## config.mk

```make
export PLATFORM = sky130hd
export DESIGN_NAME = stuffed_frame_receiver_core_flat
export DESIGN_NICKNAME = d
export VERILOG_FILES = /design/src/sfr_pkg.sv /design/src/sfr_rx_if.sv /design/src/sfr_res_if.sv /design/src/sfr_parser.sv /design/src/stuffed_frame_receiver_core.sv /design/src/flat_wrapper.sv
export SDC_FILE = /design/constraint.sdc
export NUM_CORES = 1
export LEC_CHECK = 0
export BUFFER_PORTS_ARGS = -buffer_cell sky130_fd_sc_hd__buf_2
export CORE_MARGIN = 2
export CORE_UTILIZATION = 47
export CTS_CLUSTER_DIAMETER = 80
export CTS_CLUSTER_SIZE = 14
export DETAILED_ROUTE_END_ITERATION = 12
export PLACE_DENSITY_LB_ADDON = 0.1
export SLEW_MARGIN = 20
export SYNTH_ARGS = -nofsm -noshare
export SYNTH_HDL_FRONTEND = slang
export SYNTH_SLANG_ARGS = --single-unit
```

## constraint.sdc

```tcl
create_clock -name i_clk -period 3.08 [get_ports i_clk]
set_input_delay 0.616 -clock i_clk [delete_from_list [all_inputs] [get_ports i_clk]]
set_output_delay 0.616 -clock i_clk [all_outputs]
set_load 0.01 [all_outputs]
```

## src/sfr_pkg.sv

```systemverilog
// Package for the stuffed frame receiver: byte codes, result kinds, widths and
// the result record shared by the parser and the top level.
// No dependencies.
package sfr_pkg;

    localparam int BYTE_W      = 8;
    localparam int KIND_W      = 2;
    localparam int LEN_W       = 11;
    localparam int MAX_PAYLOAD = 1024;
    localparam int PADDR_W     = 3;
    localparam int PDATA_W     = 32;

    localparam logic [BYTE_W-1:0] FLAG_BYTE = 8'h7E;
    localparam logic [BYTE_W-1:0] ESC_BYTE  = 8'h7D;
    localparam logic [BYTE_W-1:0] ESC_MASK  = 8'h20;
    localparam logic [BYTE_W-1:0] CTRL_I0   = 8'h00;
    localparam logic [BYTE_W-1:0] CTRL_I1   = 8'h80;
    localparam logic [BYTE_W-1:0] DISC_CTRL = 8'h0B;
    localparam logic [BYTE_W-1:0] RR_BASE   = 8'hAA;
    localparam logic [BYTE_W-1:0] REJ_BASE  = 8'h54;
    localparam logic [BYTE_W-1:0] ADDR_RST  = 8'h03;

    localparam logic [KIND_W-1:0] KIND_PAYLOAD = 2'd0;
    localparam logic [KIND_W-1:0] KIND_GOOD    = 2'd1;
    localparam logic [KIND_W-1:0] KIND_BAD     = 2'd2;
    localparam logic [KIND_W-1:0] KIND_DISC    = 2'd3;

    // register index, taken from the word address bit of paddr
    localparam logic REG_EXP_ADDR = 1'b0;

    typedef struct packed {
        logic [KIND_W-1:0] kind;
        logic [BYTE_W-1:0] data_byte;
        logic [BYTE_W-1:0] reply_control;
        logic [LEN_W-1:0]  payload_length;
        logic              frame_sequence;
    } t_result;

endpackage

```

## src/sfr_rx_if.sv

```systemverilog
// Receive byte channel: valid/ready handshake carrying one raw line byte.
// Depends on sfr_pkg.
interface sfr_rx_if import sfr_pkg::*; ();
    logic              valid;
    logic              ready;
    logic [BYTE_W-1:0] rx_byte;

    modport source (output valid, output rx_byte, input ready);
    modport sink (input valid, input rx_byte, output ready);
endinterface

```

## src/sfr_res_if.sv

```systemverilog
// Result channel: valid/ready handshake carrying one deframer result.
// Depends on sfr_pkg.
interface sfr_res_if import sfr_pkg::*; ();
    logic              valid;
    logic              ready;
    logic [KIND_W-1:0] kind;
    logic [BYTE_W-1:0] data_byte;
    logic [BYTE_W-1:0] reply_control;
    logic [LEN_W-1:0]  payload_length;
    logic              frame_sequence;

    modport source (output valid, output kind, output data_byte, output reply_control,
                    output payload_length, output frame_sequence, input ready);
    modport sink (input valid, input kind, input data_byte, input reply_control,
                  input payload_length, input frame_sequence, output ready);
endinterface

```

## src/sfr_parser.sv

```systemverilog
// Frame parser: header check, destuffing, delayed payload, data check and
// frame verdict, one byte per fire. Depends on sfr_pkg.
module sfr_parser import sfr_pkg::*; (
    input  logic              i_clk,
    input  logic              i_rst_n,
    input  logic              i_fire,
    input  logic [BYTE_W-1:0] i_byte,
    input  logic [BYTE_W-1:0] i_exp_addr,
    output logic              o_emit,
    output t_result           o_result
);

    localparam logic [2:0] PH_HUNT = 3'd0;
    localparam logic [2:0] PH_FLAG = 3'd1;
    localparam logic [2:0] PH_ADDR = 3'd2;
    localparam logic [2:0] PH_CTRL = 3'd3;
    localparam logic [2:0] PH_DATA = 3'd4;
    localparam logic [2:0] PH_ESC  = 3'd5;

    localparam logic [LEN_W-1:0] LEN_MAX = LEN_W'(MAX_PAYLOAD);

    logic [2:0]        r_phase, n_phase;
    logic [BYTE_W-1:0] r_held_control, n_held_control;
    logic [BYTE_W-1:0] r_held_byte, n_held_byte;
    logic              r_held_valid, n_held_valid;
    logic [BYTE_W-1:0] r_running_xor, n_running_xor;
    logic [LEN_W-1:0]  r_byte_count, n_byte_count;
    logic              r_overflowed, n_overflowed;
    logic              r_reply_seq, n_reply_seq;

    logic              take;
    logic [BYTE_W-1:0] take_byte;
    logic              good;

    assign good = r_held_valid && !r_overflowed && (r_held_byte == r_running_xor);

    always_comb begin
        n_phase        = r_phase;
        n_held_control = r_held_control;
        n_held_byte    = r_held_byte;
        n_held_valid   = r_held_valid;
        n_running_xor  = r_running_xor;
        n_byte_count   = r_byte_count;
        n_overflowed   = r_overflowed;
        n_reply_seq    = r_reply_seq;
        take           = 1'b0;
        take_byte      = i_byte;
        o_emit         = 1'b0;
        o_result       = '0;

        if (i_fire) begin
            case (r_phase)
                PH_FLAG: begin
                    if (i_byte == i_exp_addr) begin
                        n_phase = PH_ADDR;
                    end else if (i_byte != FLAG_BYTE) begin
                        n_phase = PH_HUNT;
                    end
                end
                PH_ADDR: begin
                    if (i_byte == CTRL_I0 || i_byte == CTRL_I1) begin
                        n_held_control = i_byte;
                        n_phase        = PH_CTRL;
                    end else if (i_byte == FLAG_BYTE) begin
                        n_phase = PH_FLAG;
                    end else if (i_byte == DISC_CTRL) begin
                        n_phase                = PH_HUNT;
                        o_emit                 = 1'b1;
                        o_result.kind          = KIND_DISC;
                        o_result.reply_control = DISC_CTRL;
                    end else begin
                        n_phase = PH_HUNT;
                    end
                end
                PH_CTRL: begin
                    if (i_byte == (i_exp_addr ^ r_held_control)) begin
                        n_phase       = PH_DATA;
                        n_held_byte   = '0;
                        n_held_valid  = 1'b0;
                        n_running_xor = '0;
                        n_byte_count  = '0;
                        n_overflowed  = 1'b0;
                    end else if (i_byte == FLAG_BYTE) begin
                        n_phase = PH_FLAG;
                    end else begin
                        n_phase = PH_HUNT;
                    end
                end
                PH_DATA: begin
                    if (i_byte == ESC_BYTE) begin
                        n_phase = PH_ESC;
                    end else if (i_byte == FLAG_BYTE) begin
                        // closing flag: held byte is the data check
                        n_phase                 = PH_HUNT;
                        o_emit                  = 1'b1;
                        o_result.payload_length = r_byte_count;
                        o_result.frame_sequence = r_held_control[7];
                        if (good) begin
                            o_result.kind          = KIND_GOOD;
                            o_result.reply_control = RR_BASE | {7'd0, r_reply_seq};
                            n_reply_seq            = !r_reply_seq;
                        end else begin
                            o_result.kind          = KIND_BAD;
                            o_result.reply_control = REJ_BASE | {7'd0, r_reply_seq};
                        end
                    end else begin
                        take = 1'b1;
                    end
                end
                PH_ESC: begin
                    n_phase   = PH_DATA;
                    take      = 1'b1;
                    take_byte = i_byte ^ ESC_MASK;
                end
                default: begin
                    n_phase = (i_byte == FLAG_BYTE) ? PH_FLAG : PH_HUNT;
                end
            endcase

            // release the held byte as payload if under the limit, then hold the new one
            if (take) begin
                if (r_held_valid) begin
                    if (r_byte_count < LEN_MAX) begin
                        n_running_xor           = r_running_xor ^ r_held_byte;
                        n_byte_count            = r_byte_count + LEN_W'(1);
                        o_emit                  = 1'b1;
                        o_result.kind           = KIND_PAYLOAD;
                        o_result.data_byte      = r_held_byte;
                        o_result.frame_sequence = r_held_control[7];
                    end else begin
                        n_overflowed = 1'b1;
                    end
                end
                n_held_byte  = take_byte;
                n_held_valid = 1'b1;
            end
        end
    end

    always_ff @(posedge i_clk) begin
        if (!i_rst_n) begin
            r_phase        <= PH_HUNT;
            r_held_control <= '0;
            r_held_byte    <= '0;
            r_held_valid   <= 1'b0;
            r_running_xor  <= '0;
            r_byte_count   <= '0;
            r_overflowed   <= 1'b0;
            r_reply_seq    <= 1'b1;
        end else begin
            r_phase        <= n_phase;
            r_held_control <= n_held_control;
            r_held_byte    <= n_held_byte;
            r_held_valid   <= n_held_valid;
            r_running_xor  <= n_running_xor;
            r_byte_count   <= n_byte_count;
            r_overflowed   <= n_overflowed;
            r_reply_seq    <= n_reply_seq;
        end
    end

    a_count_bound: assert property (@(posedge i_clk) disable iff (!i_rst_n)
        r_byte_count <= LEN_MAX)
        else $error("payload count above limit");

    a_ovf_full: assert property (@(posedge i_clk) disable iff (!i_rst_n)
        r_overflowed |-> (r_byte_count == LEN_MAX))
        else $error("overflow flagged before payload limit");

    a_payload_phase: assert property (@(posedge i_clk) disable iff (!i_rst_n)
        (o_emit && o_result.kind == KIND_PAYLOAD) |-> (r_phase == PH_DATA || r_phase == PH_ESC))
        else $error("payload byte emitted outside data phase");

    a_good_toggles: assert property (@(posedge i_clk) disable iff (!i_rst_n)
        (o_emit && o_result.kind == KIND_GOOD) |=> (r_reply_seq != $past(r_reply_seq)))
        else $error("reply bit not toggled after good frame");

endmodule

```

## src/stuffed_frame_receiver_core.sv

```systemverilog
// A transferred byte is held in the byte register, goes to the parser when it advances,
// and any result it produces is loaded into the result register and offered to the sink.
// Throughput: one byte per cycle; the byte register stalls only when the result
// register is full and the sink does not take it in the same cycle.
// Reset (i_rst_n low, synchronous): both stages empty, parser hunting for a flag,
// reply bit 1, expected address 0x03.
// Depends on sfr_pkg, sfr_rx_if, sfr_res_if, sfr_parser.
module stuffed_frame_receiver_core import sfr_pkg::*; (
    input  logic               i_clk,
    input  logic               i_rst_n,
    sfr_rx_if.sink             i_rx,
    sfr_res_if.source          o_res,
    input  logic               i_psel,
    input  logic               i_penable,
    input  logic               i_pwrite,
    input  logic [PADDR_W-1:0] i_paddr,
    input  logic [PDATA_W-1:0] i_pwdata,
    output logic [PDATA_W-1:0] o_prdata,
    output logic               o_pready
);

    logic              r_s1_valid;
    logic [BYTE_W-1:0] r_s1_byte;
    logic              r_out_valid;
    t_result           r_out;
    logic [BYTE_W-1:0] r_exp_addr;

    logic    out_free;
    logic    s1_adv;
    logic    cfg_wr;
    logic    emit;
    t_result result;

    assign out_free   = !r_out_valid || o_res.ready;
    assign s1_adv     = r_s1_valid && out_free;
    assign i_rx.ready = !r_s1_valid || out_free;

    assign cfg_wr   = i_psel && i_penable && i_pwrite && o_pready
                      && (i_paddr[2] == REG_EXP_ADDR);
    assign o_pready = 1'b1;
    assign o_prdata = (i_paddr[2] == REG_EXP_ADDR) ?
                      {{(PDATA_W-BYTE_W){1'b0}}, r_exp_addr} : '0;

    always_ff @(posedge i_clk) begin
        if (!i_rst_n) begin
            r_exp_addr <= ADDR_RST;
        end else if (cfg_wr) begin
            r_exp_addr <= i_pwdata[BYTE_W-1:0];
        end
    end

    // byte register
    always_ff @(posedge i_clk) begin
        if (!i_rst_n) begin
            r_s1_valid <= 1'b0;
        end else if (i_rx.valid && i_rx.ready) begin
            r_s1_valid <= 1'b1;
        end else if (s1_adv) begin
            r_s1_valid <= 1'b0;
        end
    end

    always_ff @(posedge i_clk) begin
        if (i_rx.valid && i_rx.ready) begin
            r_s1_byte <= i_rx.rx_byte;
        end
    end

    sfr_parser u_parser (
        .i_clk      (i_clk),
        .i_rst_n    (i_rst_n),
        .i_fire     (s1_adv),
        .i_byte     (r_s1_byte),
        .i_exp_addr (r_exp_addr),
        .o_emit     (emit),
        .o_result   (result)
    );

    // result register
    always_ff @(posedge i_clk) begin
        if (!i_rst_n) begin
            r_out_valid <= 1'b0;
        end else if (s1_adv && emit) begin
            r_out_valid <= 1'b1;
        end else if (o_res.ready) begin
            r_out_valid <= 1'b0;
        end
    end

    always_ff @(posedge i_clk) begin
        if (s1_adv && emit) begin
            r_out <= result;
        end
    end

    assign o_res.valid          = r_out_valid;
    assign o_res.kind           = r_out.kind;
    assign o_res.data_byte      = r_out.data_byte;
    assign o_res.reply_control  = r_out.reply_control;
    assign o_res.payload_length = r_out.payload_length;
    assign o_res.frame_sequence = r_out.frame_sequence;

endmodule
```

## src/flat_wrapper.sv

```systemverilog
// flat-port wrapper written by rule: the top's interface ports become plain ports
module stuffed_frame_receiver_core_flat import sfr_pkg::*;
  (i_clk, i_rst_n, i_psel, i_penable, i_pwrite, i_paddr, i_pwdata, o_prdata, o_pready, i_rx_valid, i_rx_rx_byte, i_rx_ready, o_res_valid, o_res_kind, o_res_data_byte, o_res_reply_control, o_res_payload_length, o_res_frame_sequence, o_res_ready);
  sfr_rx_if i_rx_i ();
  sfr_res_if o_res_i ();
  input  logic i_clk;
  input  logic i_rst_n;
  input  logic i_psel;
  input  logic i_penable;
  input  logic i_pwrite;
  input  logic [PADDR_W-1:0] i_paddr;
  input  logic [PDATA_W-1:0] i_pwdata;
  output logic [PDATA_W-1:0] o_prdata;
  output logic o_pready;
  input wire logic [$bits(i_rx_i.valid)-1:0] i_rx_valid;
  input wire logic [$bits(i_rx_i.rx_byte)-1:0] i_rx_rx_byte;
  output wire logic [$bits(i_rx_i.ready)-1:0] i_rx_ready;
  output wire logic [$bits(o_res_i.valid)-1:0] o_res_valid;
  output wire logic [$bits(o_res_i.kind)-1:0] o_res_kind;
  output wire logic [$bits(o_res_i.data_byte)-1:0] o_res_data_byte;
  output wire logic [$bits(o_res_i.reply_control)-1:0] o_res_reply_control;
  output wire logic [$bits(o_res_i.payload_length)-1:0] o_res_payload_length;
  output wire logic [$bits(o_res_i.frame_sequence)-1:0] o_res_frame_sequence;
  input wire logic [$bits(o_res_i.ready)-1:0] o_res_ready;
  assign i_rx_i.valid = i_rx_valid;
  assign i_rx_i.rx_byte = i_rx_rx_byte;
  assign i_rx_ready = i_rx_i.ready;
  assign o_res_valid = o_res_i.valid;
  assign o_res_kind = o_res_i.kind;
  assign o_res_data_byte = o_res_i.data_byte;
  assign o_res_reply_control = o_res_i.reply_control;
  assign o_res_payload_length = o_res_i.payload_length;
  assign o_res_frame_sequence = o_res_i.frame_sequence;
  assign o_res_i.ready = o_res_ready;
  stuffed_frame_receiver_core u_core (.i_clk(i_clk), .i_rst_n(i_rst_n), .i_rx(i_rx_i), .o_res(o_res_i), .i_psel(i_psel), .i_penable(i_penable), .i_pwrite(i_pwrite), .i_paddr(i_paddr), .i_pwdata(i_pwdata), .o_prdata(o_prdata), .o_pready(o_pready));
endmodule
```

== Yosys cells after proc, flatten, opt, wreduce, memory -nomap -nowiden ==
Cells that the tools add are included.

* Bits in registers: 89
* Input port bits: 50
* Output and inout bits: 65
* Logic and storage cells: 138

* Add/subtract/negate cells: 1
* $lt $le $gt $ge: 1
* Equality and inequality tests: 15
* Mux-type cells: 70
* Bitwise logic cells: 8
* Reductions and logical operators: 26

{| class="wikitable"
|+ Operators by type and width
! cell !! number
|-
| $mux W8 || 10
|-
| $mux W11 || 5
|-
| $mux W20 || 2
|-
| $mux W10 || 3
|-
| $mux W1 || 29
|-
| $eq A8 B8 Y1 || 3
|-
| $eq A8 B7 Y1 const B || 2
|-
| $pmux W8 S2 || 1
|-
| $xor A8 B8 Y8 || 2
|-
| $mux W3 || 5
|-
| $pmux W3 S5 || 1
|-
| $mux W2 || 7
|-
| $mux W4 || 3
|-
| $add A11 B1 Y11 const B || 1
|-
| $lt A11 B11 Y1 const B || 1
|-
| $reduce_and A3 Y1 || 3
|-
| $eq A8 B4 Y1 const B || 1
|-
| $eq A8 B8 Y1 const B || 1
|-
| $logic_and A1 B1 Y1 || 8
|-
| $logic_not A8 Y1 || 1
|-
| $ne A8 B7 Y1 const B || 1
|-
| $reduce_bool A2 Y1 || 4
|-
| $eq A3 B2 Y1 const B || 2
|-
| $eq A3 B3 Y1 const B || 2
|-
| 11 further kinds || 23
|}

== Depth between registers and ports, before layout ==
* Depth in word-level cells: 11
* Depth in mapped cells: 8
* Depth with buffers taken out: 7

== Cells and area by module ==
Synthesis repeated with hierarchy kept, for this count alone.

* Cell total of the unflattened synthesis: 410
* Area, all modules: 4643.2 sq um

{| class="wikitable"
|+ By module, submodules not included
! module !! times used !! cells each !! area an instance (sq um) !! sequential area each (sq um)
|-
| sfr_parser || 1 || 290 || 2800.2 || 820.8
|-
| stuffed_frame_receiver_core || 1 || 120 || 1843.0 || 1341.3
|}

== Worst setup path before layout ==
OpenSTA, ideal clock, no wires.

* Path type: flip-flop to flip-flop
* From: register u_core.u_parser.r_phase[1]
* To: register u_core.r_out (netlist bit u_core.o_res.data_byte[0]) (enable)
* Setup time: 0.419 ns
* Arrival: 2.520 ns
* Required time: 2.661 ns
* Setup slack: 0.141 ns
* Cell stages (with the launch flop): 6
* Buffers on the path: 1
* Clock period less this slack: 2.939 ns
* Cells stage by stage: dfxtp_1 > buf_2 > nand4bb_1 > a41oi_1 > nor2_1 > a21oi_1

* Longest elaborated chain between the ends: 7
* Elaborated cells between the ends (all ways): 11
* Those cells by class: eq/ne (3); mux (7); reduce/logical (1)

{| class="wikitable"
|+ Ends and longest elaborated chain
! item !! RTL line !! text
|-
| start: declaration || sfr_parser.sv:22 || <nowiki>logic [2:0] r_phase, n_phase;</nowiki>
|-
| start signal: assignment || sfr_parser.sv:151 || <nowiki>r_phase <= n_phase;</nowiki>
|-
| $eq A3 B3 Y1 or $eq A3 B2 Y1 (tied branches) || sfr_parser.sv:52 || <nowiki>case (r_phase)</nowiki>
|-
| $pmux W1 S2 || sfr_parser.sv:52 ||
|-
| $mux W1 || sfr_parser.sv:123 || <nowiki>if (r_byte_count < LEN_MAX) begin</nowiki>
|-
| $mux W1 || sfr_parser.sv:122 || <nowiki>if (r_held_valid) begin</nowiki>
|-
| $mux W1 (*) || sfr_parser.sv:121 || <nowiki>if (take) begin</nowiki>
|-
| $mux W1 (*) || sfr_parser.sv:51 || <nowiki>if (i_fire) begin</nowiki>
|-
| $logic_and A1 B1 Y1 (*) || stuffed_frame_receiver_core.sv:91 || <nowiki>if (s1_adv && emit) begin</nowiki>
|-
| end signal: assignment || stuffed_frame_receiver_core.sv:92 || <nowiki>r_out <= result;</nowiki>
|-
| end: declaration || stuffed_frame_receiver_core.sv:25 || <nowiki>t_result r_out;</nowiki>
|}

Every way passes the cells marked *; elsewhere a longest branch is shown, timed or not. The select of a mux whose other input is x is not followed.
A chain may end at the register's enable or synchronous reset.

== Final worst setup path ==
* From: register u_core.u_parser.r_phase[2]
* To: register u_core.r_out (netlist bit u_core.o_res.payload_length[3]) (enable)

Same word-level chain as after synthesis.

==> flow_summary_export.csv <==
group,metric,value,unit
final_layout,finalNonFillerCells,565,
synthesis,ys_seq_elements,85,
setup_path,max_stage_delay,0.62,ns
setup_path,cp_data_required_time,3.10,ns
detailed_routing,post_drt_wl_per_cell,13.7,um
setup_path,cp_max_fo,27,
sta,finalHoldViolations,0,
sta,finalSetupViolCount,0,
clock_tree,root_buffer,"clkbuf_8",
die,coreArea,8590,um2
synthesis,synthesis.area,4120,um2
sta,finalClockSkew,0.00872,ns
clock_tree,cts_setup_buffers,0,
setup_path,crit_slowest_cell,"dfxtp_1",
sta,slew_violations,0,
setup_path,worst_setup_path_end_kind,"flip-flop",
final_layout,nNetsFinal,503,
sta,fin_ws,0.632,ns
synthesis,synth_top_area_share,0.248,
synthesis,synthSimpleGateAreaFrac,0.195,
final_layout,insertedDiodeCount,0,
placement,port_buffers,63,
synthesis,synthAdderAreaFrac,0.00304,
grt,grt_pass1_vias,2619,
hold_path,hold_depth,1,
sta,totalNegativeSetupSlack,0,ns
clock_tree,ctsHtreeMaxLevel,3,
clock_tree,cts_tree,"yes",
placement,place.gp.congestion,0.832,
hold_path,hold_path.class,"input pin to flip-flop",
clock_tree,cts.sinks,85,
grt,antenna_found_initial,0,
clock_tree,clk_latency,0.35,ns
final_layout,area_growth,12.1,%
synthesis,synth_commonest_cells,"dfxtp_1, a21oi_1, edfxtp_1",
synthesis,synth_top_family_by_area,"simple AND/OR/NAND/NOR gates",
die,die_h,97.6,um
detailed_routing,routed_via_density,5.17,
flow_run,maxCapViolCount,0,
sta,maxSlewHeadroom,0.626,
die,fp.dieW,97.6,um
die,io_pins,115,
setup_path,startpoint_type,"flip-flop",
synthesis,yosysWarnings,0,
grt,grt.overflow.total,0,
setup_path,r2r_end,"u_core.o_res.payload_length[3]$_SDFFCE_PP0P_",
final_layout,drive_gt1_frac,0.199,
placement,placed_cells,549,
final_layout,post-route-util,0.538,
pwr,p_leak,1.91,nW
final_layout,nFillCells,787,
synthesis,synth_xor_area_frac,0.0884,
clock_tree,cts_resized,0,
die,num_rows,34,
sta,rsz0062_at_grt,"no",
detailed_routing,vias,2920,
hold_path,hp-start,"i_rx_rx_byte[7]",
synthesis,synth_compound_area_frac,0.136,
clock_tree,numCtsBuffers,9,
detailed_routing,route.detailed.drc,0,
setup_path,timing.rr.start,"u_core.u_parser.r_phase[2]$_SDFFE_PN0P_",
clock_tree,clk_pin_slew,0.08,ns
grt,gr-usage-all-layers,0.166,
grt,grt_pass1_wl,12800,um
synthesis,synthFlopType,"dfxtp_1",
detailed_routing,ant_nets,0,
placement,place_ws,0.621,ns
sta,worstMarginPinSlew,0.553,ns
sta,clock.fmax,409,MHz
synthesis,synth-edff-count,34,
detailed_routing,wirelength,7760,um
setup_path,cp.arrival,2.46,ns
clock_tree,ctsHoldBuffers,0,
synthesis,synth_top_cells_by_area,"dfxtp_1, edfxtp_1, buf_4",
pwr,pwr_density_cell,458,nW/um2
status,status,"completed",
grt,grt_max_degree,28,
detailed_routing,drt_iter0_drc,127,
setup_path,reg2regPathDepth,5,
sta,finalCritPeriodShare,0.795,
setup_path,r2r_slack,0.63,ns
pwr,ir_drop,0.000257,V
synthesis,yosysMostFrequentCell,"dfxtp_1",
synthesis,async_reset_ff_frac,0,
synthesis,syn_inst,394,
die,die_area,9530,um2
synthesis,synth.distinct_cells,54,
synthesis,ys_seq_area_frac,0.496,
die,initial_core_util,0.479,
clock_tree,clockBufferDepth,2,
sta,hold_slack,0.441,ns
placement,hpwl,5600,um
synthesis,yosysTopAreaCell,"dfxtp_1",
detailed_routing,first_pass_iters,4,
setup_path,path_cells,"nand4bb_1 -> a41oi_1 -> nor2_1 -> a21oi_2 -> buf_4",
hold_path,min_to,"u_core.r_s1_byte[7]$_DFFE_PP_",
setup_path,critPathKind,"flip-flop to flip-flop",
sta,min_period,2.45,ns
synthesis,synth_mux_area_frac,0.00486,
synthesis,synth_area_per_cell,10.5,um2
## registers in the layout (all words and copies together), names as in the netlist
register	flops
u_core.r_exp_addr	8
u_core.o_res.frame_sequence	1
u_core.r_s1_valid	1
u_core.u_parser.r_held_control	8
u_core.o_res.kind	2
u_core.u_parser.r_phase	3
u_core.r_s1_byte	8
u_core.u_parser.r_byte_count	11
u_core.o_res.data_byte	8
u_core.o_res.valid	1
u_core.u_parser.r_running_xor	8
u_core.u_parser.r_held_byte	8
u_core.o_res.payload_length	11
u_core.u_parser.r_overflowed	1
u_core.u_parser.r_reply_seq	1
u_core.o_res.reply_control	4
u_core.u_parser.r_held_valid	1
## power by group
group	internal (mW)	switching, mW	leakage [nW]
clock network	0.394	0.397	0.0940
registers	1.18	0.0309	0.788
logic	0.0513	0.0643	1.03
## area by class of cell
| class | count | area (um2) | share of cell area |
|---|---|---|---|
| flip-flops and latches | 85 | 2040 | 0.442 |
| multi-input cells | 282 | 1860 | 0.403 |
| repair buffers | 70 | 368 | 0.0796 |
| clock buffers | 10 | 138 | 0.0298 |
| well taps | 108 | 135 | 0.0293 |
| clock inverters | 6 | 61.3 | 0.0133 |
| inverters | 4 | 15.0 | 0.00325 |
## critical path: cells and delay by family (launching register included)
kind / cells / cell delay, ns
AND/OR/NAND/NOR: 2 / 0.47
flip-flops: 1 / 0.62
buffers and inverters: 1 / 0.33
AO/OA/AOI/OAI: 2 / 0.70
## cell usage in the layout (no fill, tap or decap), types with 2 or more instances in the layout
cell / Yosys / final
xnor3_1: 8 / 8
nand4_1: 9 / 9
buf_2: 6 / 63
a211oi_1: 3 / 3
clkinvlp_4: 0 / 2
and3_1: 4 / 4
o21ai_0: 7 / 7
nor2_1: 10 / 10
a221oi_1: 3 / 3
o21a_1: 10 / 10
mux2i_1: 2 / 2
inv_1: 3 / 3
buf_4: 30 / 7
a22o_1: 9 / 9
xor2_1: 2 / 2
nand2_1: 32 / 32
o31a_1: 3 / 3
xnor2_1: 19 / 19
or3_1: 2 / 2
nor2b_1: 13 / 13
nor3_1: 7 / 7
clkbuf_8: 0 / 10
and4_1: 2 / 2
edfxtp_1: 34 / 34
nand2b_1: 6 / 6
nand3_1: 11 / 11
dfxtp_1: 51 / 51
a21oi_1: 34 / 33
conb_1: 2 / 25
a31oi_1: 4 / 4
nor3b_1: 2 / 2
and2_1: 30 / 30
clkinv_1: 1 / 3
nor4_1: 4 / 4
## worst max path at each step
stage / from / end / slack (ns) / cells after the start
2_1_floorplan: u_core.u_parser.r_phase[1]$_SDFFE_PN0P_ / u_core.o_res.data_byte[0]$_SDFFCE_PN0P_ / 0.14 / 5
3_3_place_gp: u_core.u_parser.r_phase[2]$_SDFFE_PN0P_ / u_core.o_res.data_byte[0]$_SDFFCE_PN0P_ / 0.65 / 5
3_5_place_dp: u_core.r_s1_byte[1]$_DFFE_PP_ / u_core.u_parser.r_byte_count[0]$_SDFFE_PN0P_ / 0.62 / 6
4_1_cts: u_core.r_s1_byte[1]$_DFFE_PP_ / u_core.u_parser.r_byte_count[0]$_SDFFE_PN0P_ / 0.61 / 6
5_1_grt: u_core.u_parser.r_phase[2]$_SDFFE_PN0P_ / u_core.u_parser.r_byte_count[5]$_SDFFE_PN0P_ / 0.36 / 7
6_report: u_core.u_parser.r_phase[2]$_SDFFE_PN0P_ / u_core.o_res.payload_length[3]$_SDFFCE_PP0P_ / 0.63 / 5
## metrics by stage
stage | power, mW | cell area [um2]
floorplan | 1.33 | 4210
global placement | 1.35 | 4420
detailed placement | 1.35 | 4420
CTS | 2.13 | 4620
global route | 2.20 | 4620
finish | 2.11 | 4620
## per-layer routing
metal / up-vias / global-route usage / routed length (um)
met4: 0 / 0.0662 / 135
met3: 12 / 0.0317 / 359
met1: 1354 / 0.228 / 3740
li1: 1475 / - / -
met5: - / 0 / 0
met2: 79 / 0.261 / 3530
## kinds of logic (layout without fill, tap and decap cells)
kind of cell / Yosys count / in the layout
DFF: 85 / 85
muxes: 2 / 2
AOI/OAI and AO/OA: 84 / 84
xor gates and xnor gates: 29 / 29
buffers and inverters: 50 / 90
adders and majority gates: 1 / 1
and+or+nand+nor: 141 / 141
other: 2 / 25
(Power assumes the default switching activity.)
